## config.mk

```make
export PLATFORM = sky130hd
export DESIGN_NAME = selectable_checksum_engine_unit
export DESIGN_NICKNAME = d
export VERILOG_FILES = /design/src/sce_pkg.sv /design/src/sce_front.sv /design/src/sce_queue.sv /design/src/sce_back.sv /design/src/selectable_checksum_engine_unit.sv
export VERILOG_INCLUDE_DIRS = /design/src /design/src/src
export SDC_FILE = /design/constraint.sdc
export NUM_CORES = 1
export LEC_CHECK = 0
export ABC_AREA = 1
export BUFFER_PORTS_ARGS = -buffer_cell sky130_fd_sc_hd__clkbuf_2
export CORE_MARGIN = 2
export CORE_UTILIZATION = 55
export CTS_CLUSTER_DIAMETER = 80
export DETAILED_ROUTE_END_ITERATION = 12
export PLACE_DENSITY = 0.88
export SETUP_SLACK_MARGIN = 0.4
export SLEW_MARGIN = 20
export SYNTH_ARGS = -nofsm -noshare
export SYNTH_HDL_FRONTEND = slang
export SYNTH_SLANG_ARGS = --single-unit
```

## constraint.sdc

```tcl
create_clock -name clk -period 4.7 [get_ports clk]
set_input_delay 0.235 -clock clk [delete_from_list [all_inputs] [get_ports clk]]
set_output_delay 0.235 -clock clk [all_outputs]
set_load 0.1 [all_outputs]
```

## src/selectable_checksum_engine_unit_assert.svh

```systemverilog
// Assertion macros shared by the checksum engine RTL.
// Included by the top level; no other dependencies.
`ifndef SELECTABLE_CHECKSUM_ENGINE_UNIT_ASSERT_SVH
`define SELECTABLE_CHECKSUM_ENGINE_UNIT_ASSERT_SVH
`ifndef SYNTHESIS
// checked only out of reset
`define SCE_ASSERT(label, prop) \
    label: assert property (@(posedge clk) disable iff (!rst_n) prop) \
    else $error("checksum engine check failed");
// checked on every edge, reset included
`define SCE_ASSERT_ALWAYS(label, prop) \
    label: assert property (@(posedge clk) prop) \
    else $error("checksum engine check failed");
`else
`define SCE_ASSERT(label, prop)
`define SCE_ASSERT_ALWAYS(label, prop)
`endif
`endif

```

## src/sce_pkg.sv

```systemverilog
// Shared types, constants and byte-update functions of the checksum engine.
// No dependencies; used by every module of the block.
package sce_pkg;

    // checksum selector codes
    typedef enum logic [1:0] {
        KIND_NONE  = 2'd0,
        KIND_SUM   = 2'd1,
        KIND_CRC16 = 2'd2,
        KIND_CRC32 = 2'd3
    } kind_t;

    // work codes handed from the front to the back
    typedef enum logic [1:0] {
        OP_ABSORB      = 2'd0,
        OP_ABSORB_LAST = 2'd1,
        OP_CLOSE       = 2'd2
    } op_t;

    typedef struct packed {
        op_t        op;
        logic [7:0] data;
    } queue_entry_t;

    // configuration write toward the back
    typedef struct packed {
        logic  en;
        kind_t kind;
    } cfg_wr_t;

    localparam int          QUEUE_DEPTH       = 2;
    localparam logic        REG_CHECKSUM_KIND = 1'b0;
    localparam logic [15:0] CRC16_INIT        = 16'hFFFF;
    localparam logic [15:0] CRC16_POLY        = 16'h1021;
    localparam logic [31:0] CRC32_INIT        = 32'hFFFF_FFFF;
    localparam logic [31:0] CRC32_POLY        = 32'hEDB8_8320;

    function automatic logic [31:0] init_value(kind_t kind);
        logic [31:0] v;
        case (kind)
            KIND_CRC16: v = {16'h0000, CRC16_INIT};
            KIND_CRC32: v = CRC32_INIT;
            default:    v = 32'h0000_0000;
        endcase
        return v;
    endfunction

    // CRC-16 MSB first, eight shifts unrolled
    function automatic logic [15:0] crc16_byte(logic [15:0] acc, logic [7:0] b);
        logic [15:0] c;
        c = acc ^ {b, 8'h00};
        for (int i = 0; i < 8; i++) begin
            c = c[15] ? ({c[14:0], 1'b0} ^ CRC16_POLY) : {c[14:0], 1'b0};
        end
        return c;
    endfunction

    // reflected CRC-32, eight shifts unrolled
    function automatic logic [31:0] crc32_byte(logic [31:0] acc, logic [7:0] b);
        logic [31:0] c;
        c = acc ^ {24'h000000, b};
        for (int i = 0; i < 8; i++) begin
            c = c[0] ? ((c >> 1) ^ CRC32_POLY) : (c >> 1);
        end
        return c;
    endfunction

    function automatic logic [31:0] absorb_byte(kind_t kind, logic [31:0] acc,
                                                logic [7:0] b);
        logic [31:0] v;
        case (kind)
            KIND_SUM:   v = {16'h0000, acc[15:0] + {8'h00, b}};
            KIND_CRC16: v = {16'h0000, crc16_byte(acc[15:0], b)};
            KIND_CRC32: v = crc32_byte(acc, b);
            default:    v = 32'h0000_0000;
        endcase
        return v;
    endfunction

    function automatic logic [31:0] finish_value(kind_t kind, logic [31:0] acc);
        logic [31:0] v;
        case (kind)
            KIND_SUM, KIND_CRC16: v = {16'h0000, acc[15:0]};
            KIND_CRC32:           v = ~acc;
            default:              v = 32'h0000_0000;
        endcase
        return v;
    endfunction

endpackage

```

## src/sce_front.sv

```systemverilog
// Front end: accepts input beats and classifies them into queue work codes.
// Depends on sce_pkg.
module sce_front (
    input  logic                  s_tvalid,
    output logic                  s_tready,
    input  logic [7:0]            s_tdata,     // [7:0] data_byte
    input  logic                  s_tuser,     // [0] byte_present
    input  logic                  s_tlast,     // last_item
    input  logic                  q_full,
    output logic                  push,
    output sce_pkg::queue_entry_t push_entry
);

    // a beat is taken whenever the queue has room
    assign s_tready = !q_full;

    // classify: byte only, byte that closes, close without byte;
    // a beat with neither byte nor last is dropped here
    always_comb
    begin
        push_entry.data = s_tdata;
        if (s_tuser && s_tlast)
        begin
            push_entry.op = sce_pkg::OP_ABSORB_LAST;
        end
        else if (s_tuser)
        begin
            push_entry.op = sce_pkg::OP_ABSORB;
        end
        else
        begin
            push_entry.op = sce_pkg::OP_CLOSE;
        end
        push = s_tvalid && !q_full && (s_tuser || s_tlast);
    end

endmodule

```

## src/sce_queue.sv

```systemverilog
// Short FIFO of work entries between the front and back ends.
// Depends on sce_pkg.
module sce_queue #(
    parameter int DEPTH = sce_pkg::QUEUE_DEPTH
) (
    input  logic                  clk,
    input  logic                  rst_n,
    input  logic                  push,
    input  sce_pkg::queue_entry_t push_entry,
    input  logic                  pop,
    output sce_pkg::queue_entry_t head,
    output logic                  head_valid,
    output logic                  full
);

    localparam int PTR_W = (DEPTH > 1) ? $clog2(DEPTH) : 1;
    localparam int CNT_W = $clog2(DEPTH + 1);

    sce_pkg::queue_entry_t entry_reg [DEPTH];
    logic [PTR_W-1:0] wr_ptr_reg, wr_ptr_next;
    logic [PTR_W-1:0] rd_ptr_reg, rd_ptr_next;
    logic [CNT_W-1:0] count_reg, count_next;

    assign head       = entry_reg[rd_ptr_reg];
    assign head_valid = (count_reg != '0);
    assign full       = (count_reg == CNT_W'(DEPTH));

    // pointer and fill count update
    always_comb
    begin
        wr_ptr_next = wr_ptr_reg;
        rd_ptr_next = rd_ptr_reg;
        count_next  = count_reg;
        if (push)
        begin
            wr_ptr_next = (wr_ptr_reg == PTR_W'(DEPTH - 1)) ? '0 : wr_ptr_reg + 1'b1;
        end
        if (pop)
        begin
            rd_ptr_next = (rd_ptr_reg == PTR_W'(DEPTH - 1)) ? '0 : rd_ptr_reg + 1'b1;
        end
        if (push && !pop)
        begin
            count_next = count_reg + 1'b1;
        end
        else if (pop && !push)
        begin
            count_next = count_reg - 1'b1;
        end
    end

    always_ff @(posedge clk or negedge rst_n)
    begin
        if (!rst_n)
        begin
            wr_ptr_reg <= '0;
            rd_ptr_reg <= '0;
            count_reg  <= '0;
        end
        else
        begin
            wr_ptr_reg <= wr_ptr_next;
            rd_ptr_reg <= rd_ptr_next;
            count_reg  <= count_next;
        end
    end

    // entry storage, no reset needed
    always_ff @(posedge clk)
    begin
        if (push)
        begin
            entry_reg[wr_ptr_reg] <= push_entry;
        end
    end

endmodule

```

## src/sce_back.sv

```systemverilog
// Back end: running checksum accumulator and registered result stage.
// Depends on sce_pkg.
module sce_back (
    input  logic                  clk,
    input  logic                  rst_n,
    input  sce_pkg::kind_t        kind,
    input  sce_pkg::cfg_wr_t      cfg_wr,
    input  sce_pkg::queue_entry_t head,
    input  logic                  head_valid,
    output logic                  pop,
    output logic                  m_tvalid,
    input  logic                  m_tready,
    output logic [31:0]           m_tdata      // [31:0] checksum_value
);

    logic [31:0] running_reg, running_next;
    logic [31:0] result_reg, result_next;
    logic        valid_reg, valid_next;
    logic [31:0] acc_new;
    logic        closes;

    assign m_tvalid = valid_reg;
    assign m_tdata  = result_reg;

    // closing entries need room in the result stage, plain bytes never wait
    assign closes = (head.op == sce_pkg::OP_ABSORB_LAST) || (head.op == sce_pkg::OP_CLOSE);
    assign pop    = head_valid && (!closes || !valid_reg || m_tready);

    always_comb
    begin
        case (head.op)
            sce_pkg::OP_ABSORB, sce_pkg::OP_ABSORB_LAST:
                acc_new = sce_pkg::absorb_byte(kind, running_reg, head.data);
            default:
                acc_new = running_reg;
        endcase

        running_next = running_reg;
        result_next  = result_reg;
        valid_next   = valid_reg && !m_tready;
        if (pop)
        begin
            if (closes)
            begin
                result_next  = sce_pkg::finish_value(kind, acc_new);
                valid_next   = 1'b1;
                running_next = sce_pkg::init_value(kind);
            end
            else
            begin
                running_next = acc_new;
            end
        end
        // a kind write reloads the accumulator
        if (cfg_wr.en)
        begin
            running_next = sce_pkg::init_value(cfg_wr.kind);
        end
    end

    always_ff @(posedge clk or negedge rst_n)
    begin
        if (!rst_n)
        begin
            running_reg <= 32'h0000_0000;
            valid_reg   <= 1'b0;
        end
        else
        begin
            running_reg <= running_next;
            valid_reg   <= valid_next;
        end
    end

    always_ff @(posedge clk)
    begin
        result_reg <= result_next;
    end

endmodule

```

## src/selectable_checksum_engine_unit.sv

```systemverilog
// Top level of the selectable checksum engine: APB register, front, queue, back.
// Depends on sce_pkg, sce_front, sce_queue, sce_back and the assertion header.
//
// Usage: message bytes enter on the s_ stream, one per beat; s_tuser marks a
// beat that carries a byte, s_tlast ends the message. The checksum of each
// message leaves on the m_ stream as one 32-bit beat (16-bit kinds are
// zero-extended). A beat with neither byte nor last gives no result.
// The APB register at address 0 selects the kind (0 none, 1 byte sum,
// 2 CRC-16/CCITT-FALSE, 3 CRC-32); a write reloads the accumulator.
// Write it only while no message is in flight.
// Timing: a closing beat is registered in the queue, then its result in the
// output register that drives m_tvalid. Throughput: one beat per cycle
// when the queue has room, set by the back end's combinational byte update.
// The front and back are parted by a QUEUE_DEPTH-entry queue; s_tready
// drops only when that queue is full. A stalled result is held in the output
// register while byte-only beats keep flowing into the accumulator.
// Reset clears the kind to none, the accumulator, the queue and m_tvalid.
`include "selectable_checksum_engine_unit_assert.svh"
module selectable_checksum_engine_unit #(
    parameter int QUEUE_DEPTH = sce_pkg::QUEUE_DEPTH
) (
    input  logic        clk,
    input  logic        rst_n,
    // input stream
    input  logic        s_tvalid,
    output logic        s_tready,
    input  logic [7:0]  s_tdata,    // [7:0] data_byte
    input  logic        s_tuser,    // [0] byte_present
    input  logic        s_tlast,    // last_item
    // result stream
    output logic        m_tvalid,
    input  logic        m_tready,
    output logic [31:0] m_tdata,    // [31:0] checksum_value
    // configuration port
    input  logic        psel,
    input  logic        penable,
    input  logic        pwrite,
    input  logic [2:0]  paddr,
    input  logic [31:0] pwdata,
    output logic [31:0] prdata,
    output logic        pready
);

    sce_pkg::kind_t        kind_reg, kind_next;
    sce_pkg::cfg_wr_t      cfg_wr;
    sce_pkg::queue_entry_t push_entry;
    sce_pkg::queue_entry_t head;
    logic                  push;
    logic                  pop;
    logic                  head_valid;
    logic                  q_full;
    logic                  reg_hit;

    // register decode
    assign pready      = 1'b1;
    assign reg_hit     = (paddr[2] == sce_pkg::REG_CHECKSUM_KIND);
    assign cfg_wr.en   = psel && penable && pwrite && pready && reg_hit;
    assign cfg_wr.kind = sce_pkg::kind_t'(pwdata[1:0]);
    assign prdata      = reg_hit ? {30'h0, kind_reg} : 32'h0000_0000;

    always_comb
    begin
        kind_next = cfg_wr.en ? cfg_wr.kind : kind_reg;
    end

    always_ff @(posedge clk or negedge rst_n)
    begin
        if (!rst_n)
        begin
            kind_reg <= sce_pkg::KIND_NONE;
        end
        else
        begin
            kind_reg <= kind_next;
        end
    end

    sce_front u_front (
        .s_tvalid   (s_tvalid),
        .s_tready   (s_tready),
        .s_tdata    (s_tdata),
        .s_tuser    (s_tuser),
        .s_tlast    (s_tlast),
        .q_full     (q_full),
        .push       (push),
        .push_entry (push_entry)
    );

    sce_queue #(
        .DEPTH (QUEUE_DEPTH)
    ) u_queue (
        .clk        (clk),
        .rst_n      (rst_n),
        .push       (push),
        .push_entry (push_entry),
        .pop        (pop),
        .head       (head),
        .head_valid (head_valid),
        .full       (q_full)
    );

    sce_back u_back (
        .clk        (clk),
        .rst_n      (rst_n),
        .kind       (kind_reg),
        .cfg_wr     (cfg_wr),
        .head       (head),
        .head_valid (head_valid),
        .pop        (pop),
        .m_tvalid   (m_tvalid),
        .m_tready   (m_tready),
        .m_tdata    (m_tdata)
    );

    // checks
    `SCE_ASSERT(a_no_push_when_full, push |-> !q_full)
    `SCE_ASSERT(a_no_pop_when_empty, pop |-> head_valid)
    `SCE_ASSERT(a_close_needs_room, (pop && head.op != sce_pkg::OP_ABSORB) |-> (!m_tvalid || m_tready))
    `SCE_ASSERT(a_kind_written, cfg_wr.en |=> (kind_reg == $past(cfg_wr.kind)))
    `SCE_ASSERT_ALWAYS(a_reset_idle, !rst_n |=> !m_tvalid)

endmodule

```

After elaboration in Yosys (flattened, before gate mapping). Memory sizes are Yosys's and may differ from the RTL's. Index checks and enable logic that the tools add are counted.

Input port bits: 52. RAM bits: 20. Memories kept: 1. Register bits: 71. Output and inout port bits: 67. Logic and storage cells: 103.

Eq/ne operators: 8. $add $sub $neg: 5. Reductions and logical operators: 27. Muxes and demuxes: 35. Bitwise logic cells: 20.

Memory list: u_queue.entry_reg (words 2, width 10, read ports 1, clocked after Yosys merged registers in 0, wr ports 1, line sce_queue.sv:19) `sce_pkg::queue_entry_t entry_reg [DEPTH];`.

Operators with widths (count): $mux W32 (12); $pmux W32 S2 (3); $not A13 Y14 (8); $mux W13 (8); $pmux W32 S3 (1); $not A32 Y32 (1); $xor A32 B8 Y32 (1); $not A3 Y3 (8); $add A16 B8 Y16 (1); $xor A16 B16 Y16 (1); $eq A2 B2 Y1 const B (6); $logic_and A1 B1 Y1 (10); $mux W2 (5); $logic_not A1 Y1 (6); $mux W1 (6); $reduce_bool A2 Y1 (3); $eq A2 B1 Y1 const B (2); $logic_or A1 B1 Y1 (4); $reduce_or A2 Y1 (2); $add A1 B1 Y1 const B (2); $add A2 B1 Y2 const B (1); $logic_not A2 Y1 (1); $reduce_and A2 Y1 (1); $sub A2 B1 Y2 const B (1); $not A1 Y1 (1).

Logic depth before layout (Yosys ltp). An unclocked memory read counts as a cell.

Word-level depth: 23. Mapped depth: 22.

Modules after synthesis. A second synthesis with hierarchy kept.

Cells, all modules: 931. Area total of the unflattened synthesis: 6951.7 µm².

By module, submodules not included: sce_back (times used 1, seq. area each 1786.7 µm², cells an instance 809, area an instance 5542.8 µm²); sce_queue (times used 1, seq. area each 700.7 µm², cells an instance 56, area an instance 964.7 µm²); selectable_checksum_engine_unit (times used 1, seq. area each 50.0 µm², cells an instance 51, area an instance 357.8 µm²); sce_front (times used 1, seq. area each 0.0 µm², cells an instance 15, area an instance 86.3 µm²).

Worst setup path after synthesis. Ideal clock, no wire load.

Path kind: flip-flop to flip-flop. Start point: reg u_queue.rd_ptr_reg. End point: reg u_back.result_reg[4], in the netlist u_back.m_tdata[4], data pin. Stages on the path, launching flop included: 18. Path slack: 2.174 ns. Buffers on the path: 2. Data arrival time: 2.259 ns. Clock period less this slack: 2.526 ns. Cells stage by stage: dfrtp_1 -> inv_1 -> buf_2 -> nand2_1 -> nand2_1 -> ha_1 -> buf_2 -> inv_1 -> nand2_1 -> nand2_2 -> xor2_1 -> or2_2 -> nand3_1 -> nand3_1 -> nand2_1 -> o21ai_0 -> nand2_1 -> o21ai_0.

Cells in the longest elaborated chain, start to end: 16. Elaborated cells between the ends (all ways): 27. Classes of those cells: add/sub (1); eq/ne (1); mux (16); bitwise (6); reduce/logical (2); memory (1).

Ends and longest elaborated chain: from (decl) (line sce_queue.sv:21) `logic [PTR_W-1:0] rd_ptr_reg, rd_ptr_next;`; from (signal assigned) (line sce_queue.sv:63) `rd_ptr_reg <= rd_ptr_next;`; $mem_v2 Z2 W10 *; $xor A32 B8 Y32 (line sce_pkg.sv:61) `c = acc ^ {24'h000000, b};`; $mux W32 (3 in a row) (line sce_pkg.sv:63) `c = c[0] ? ((c >> 1) ^ CRC32_POLY) : (c >> 1);`; $not A13 Y14 (no line); $mux W32 (3 in a row) (line sce_pkg.sv:63); $not A13 Y14 (no line); $mux W32 (2 in a row) (line sce_pkg.sv:63); $pmux W32 S3 (line sce_pkg.sv:71) `case (kind)`; $mux W32 * (line sce_back.sv:31) `case (head.op)`; $not A32 Y32 (line sce_pkg.sv:84) `KIND_CRC32: v = ~acc;`; $pmux W32 S2 * (line sce_pkg.sv:82) `case (kind)`; to (signal assigned) (line sce_back.sv:77) `result_reg <= result_next;`; to (decl) (line sce_back.sv:17) `logic [31:0] result_reg, result_next;`.

Every way passes the cells marked *; elsewhere a longest branch is shown, timed or not. A chain may end at the register's enable or synchronous reset.

Worst setup path after layout.
Start point: reg u_queue.rd_ptr_reg. End point: reg u_back.running_reg[3].

Cells in the longest elaborated chain, start to end: 17. Elaborated cells between the ends (all ways): 35. Classes of those cells: add/sub (1); eq/ne (2); mux (18); bitwise (5); reduce/logical (8); memory (1).

Ends and longest elaborated chain: $mem_v2 Z2 W10 *; $xor A32 B8 Y32 (line sce_pkg.sv:61); $mux W32 (2 in a row) (line sce_pkg.sv:63); $not A13 Y14 (no line); $mux W32 (3 in a row) (line sce_pkg.sv:63); $not A13 Y14 (no line); $mux W32 (3 in a row) (line sce_pkg.sv:63); $pmux W32 S3 (line sce_pkg.sv:71); $mux W32 (line sce_back.sv:31); $mux W32 (line sce_back.sv:43) `if (closes)`; $mux W32 (line sce_back.sv:41) `if (pop)`; $mux W32 (line sce_back.sv:55) `if (cfg_wr.en)`; to (signal assigned) (line sce_back.sv:70) `running_reg <= running_next;`; to (decl) (line sce_back.sv:16) `logic [31:0] running_reg, running_next;`.

Every way passes the cells marked *; elsewhere a longest branch is shown, timed or not. The select of a mux whose other input is x is not followed.

==> metrics <==
Distinct cells, synth 41; commonest non-fill, non-tap cells in the layout 324 x nand2_1, 77 x inv_1, 76 x nand3_1, 54 x clkbuf_2, 52 x edfxtp_1; clock-pin slew of the registers on the worst-case setup and hold paths ~70 ps; vias per cell approximately 5.6; Layout area overhead 5.96%; slowest cell on the critical path dfrtp_1; Slew HR 0.258; largest net degree at the start of global routing 40; layout cells sized above 1 0.110; H-tree Lvls 3; antenna violations before repair 0; Post-CTS Resized 0; critical path type flip-flop to flip-flop; vias in the first global route 5,331; fin crit share 0.757; iteration-0 DRC count of the detailed router about 740; Max-cap violations 0; first-pass GRT wire length between 20,000 and 30,000 um; initial core utilization 0.561; Highest Clock Rate 0.281 GHz; crit start category flip-flop; final wirelength 17,800 um; final instance area about 7100 um^2; YS warnings 0; Slew Viols, Final 0; Cells after Synth just over 900; top cell family by delay on the critical path simple AND/OR/NAND/NOR gates; CTS Hold Bufs 0; Mean Syn Cell Area approximately 7.4 um^2; gpl congestion around 0.98; core area 11,900 um^2; Yosys reg bits 91; Core Rows 40; drt wl/cell 16.5 um; worst slew pin tran roughly 1100 ps; final hold vios 0; grt ovf 0; CTS root buffer clkbuf_16; routed vias slightly above 6k; PortBufs 55; Post-DP Area roughly 6800 um^2; Post CTS Setup Buffer Count 0; Skew-Pair Late Insertion Delay roughly 360 ps; Crit path required time roughly 5000 ps; worst-path cell chain inv_1 -> o21ai_4 -> inv_2 -> nor2_8 -> nand2_1 -> inv_1 -> a22oi_1 -> nand2_1 -> nand2_1 -> nand2_1 -> nand2_1 -> a22oi_1; CP dominant cell by count nand2_1; Tightest Hold Check Type primary input to async pin; TritonCTS Buffers 9; outcome finished clean; slowest stage delay, CP ~550 ps; sequential cell area fraction in the yosys report 0.380; Non-Filler Instances 1,080; accumulated negative setup slack 0 ps; CTS max path bufs 2; CP Max Fanout 19; placed wire-length estimate roughly 13,000 um; final setup vio count 0; most common cell after layout, fill and taps aside nand2_1; Die H 114 um; Worst Clk Skew approximately 10 ps; Sink Count slightly above 90; CTS tree yes; post-route ant nets 0; drt drc 0; dpl cells between 1k and 1.5k; nets a little under 1k; # diodes 0; Die W ~110 um; I/O Pins between 100 and 150; RSZ-0062 raised after global routing no; Final min period around 3600 ps; Post-Synthesis Cell Area approximately 6700 um^2; crit path buf inv count 3; GRT Total Usage 0.285; WP data arrival around 3800 ps; endpoint class of the critical path flip-flop; 1st-pass router iterations 5; die area roughly 13,000 um^2
worst paths after layout:
check | from | to | slack [ps] | cells past startpoint
min in group clk | s_tdata[0] | u_queue.entry_reg[1][0] | 70 | 1
hold reg to reg | u_queue.count_reg[0] | u_queue.count_reg[0] | 560 | 1
setup reg to reg | u_queue.rd_ptr_reg | u_back.running_reg[3] | 1140 | 12
max in group asynchronous | rst_n | u_back.running_reg[8] | 4060 | 1
setup / recovery | u_queue.rd_ptr_reg | u_back.running_reg[3] | 1140 | 12
hold / removal | rst_n | u_back.running_reg[31] | 30 | 1
synthesized netlist by cell type, drive strengths merged:
master | n | share of area
nand2 | 327 | 0.19
nand4 | 2 | 0.0019
ha | 13 | 0.024
o21ai | 40 | 0.032
a21oi | 37 | 0.029
buf | 55 | 0.057
edfxtp | 52 | 0.23
o211ai | 1 | 0.0011
dfrtp | 39 | 0.15
clkbuf | 21 | 0.012
or2 | 12 | 0.012
inv | 82 | 0.046
o221ai | 1 | 0.0013
o22ai | 11 | 0.012
xor2 | 35 | 0.046
a22oi | 20 | 0.027
and2 | 1 | 0.00094
xnor2 | 19 | 0.025
fa | 1 | 0.0030
nor2 | 51 | 0.034
a31oi | 2 | 0.0041
nand3b | 5 | 0.0056
nand3 | 76 | 0.057
conb | 2 | 0.0011
nor3 | 2 | 0.0015
and3 | 1 | 0.00094
metal layers:
layer | GRT usage | vias to the layer above | share of wire
met5 | 0 | - | 0
met4 | 0.144 | 0 | 0.039
met3 | 0.0545 | 50 | 0.11
met2 | 0.438 | 387 | 0.45
met1 | 0.385 | 2755 | 0.40
li1 | - | 2897 | -
area by class of cell:
cell class              count  area [um^2]
clock buffers              12          246
clock inverters             4         33.8
fillers                  1090         4830
inverters                  82          308
multi-input cells         688         3490
flip-flops and latches     91         2540
well taps                 147          184
repair buffers             56          283
cells by family (layout without fill, tap and decap cells):
| group | Yosys count | in the layout | synth area share |
|---|---|---|---|
| adders and majority gates | 14 | 14 | 0.0273 |
| other | 2 | 31 | 0.00112 |
| and+or+nand+nor | 477 | 477 | 0.299 |
| buffers and inverters | 158 | 154 | 0.115 |
| AOI/OAI and AO/OA | 112 | 112 | 0.107 |
| xor gates and xnor gates | 54 | 54 | 0.0708 |
| DFF | 91 | 91 | 0.380 |
through the flow:
stage	util	hold slack [ps]	setup WS, ps
CTS	0.594	57.5	1210
detailed placement	0.570	427	1230
finish	0.594	31.4	1140
global placement	0.570	424	1260
floorplan	-	-60.6	2170
global route	0.594	60.7	856
Power is left out: the tool's default activity adds up to more than one toggle a clock period on the data nets, which glitch-free logic cannot reach.
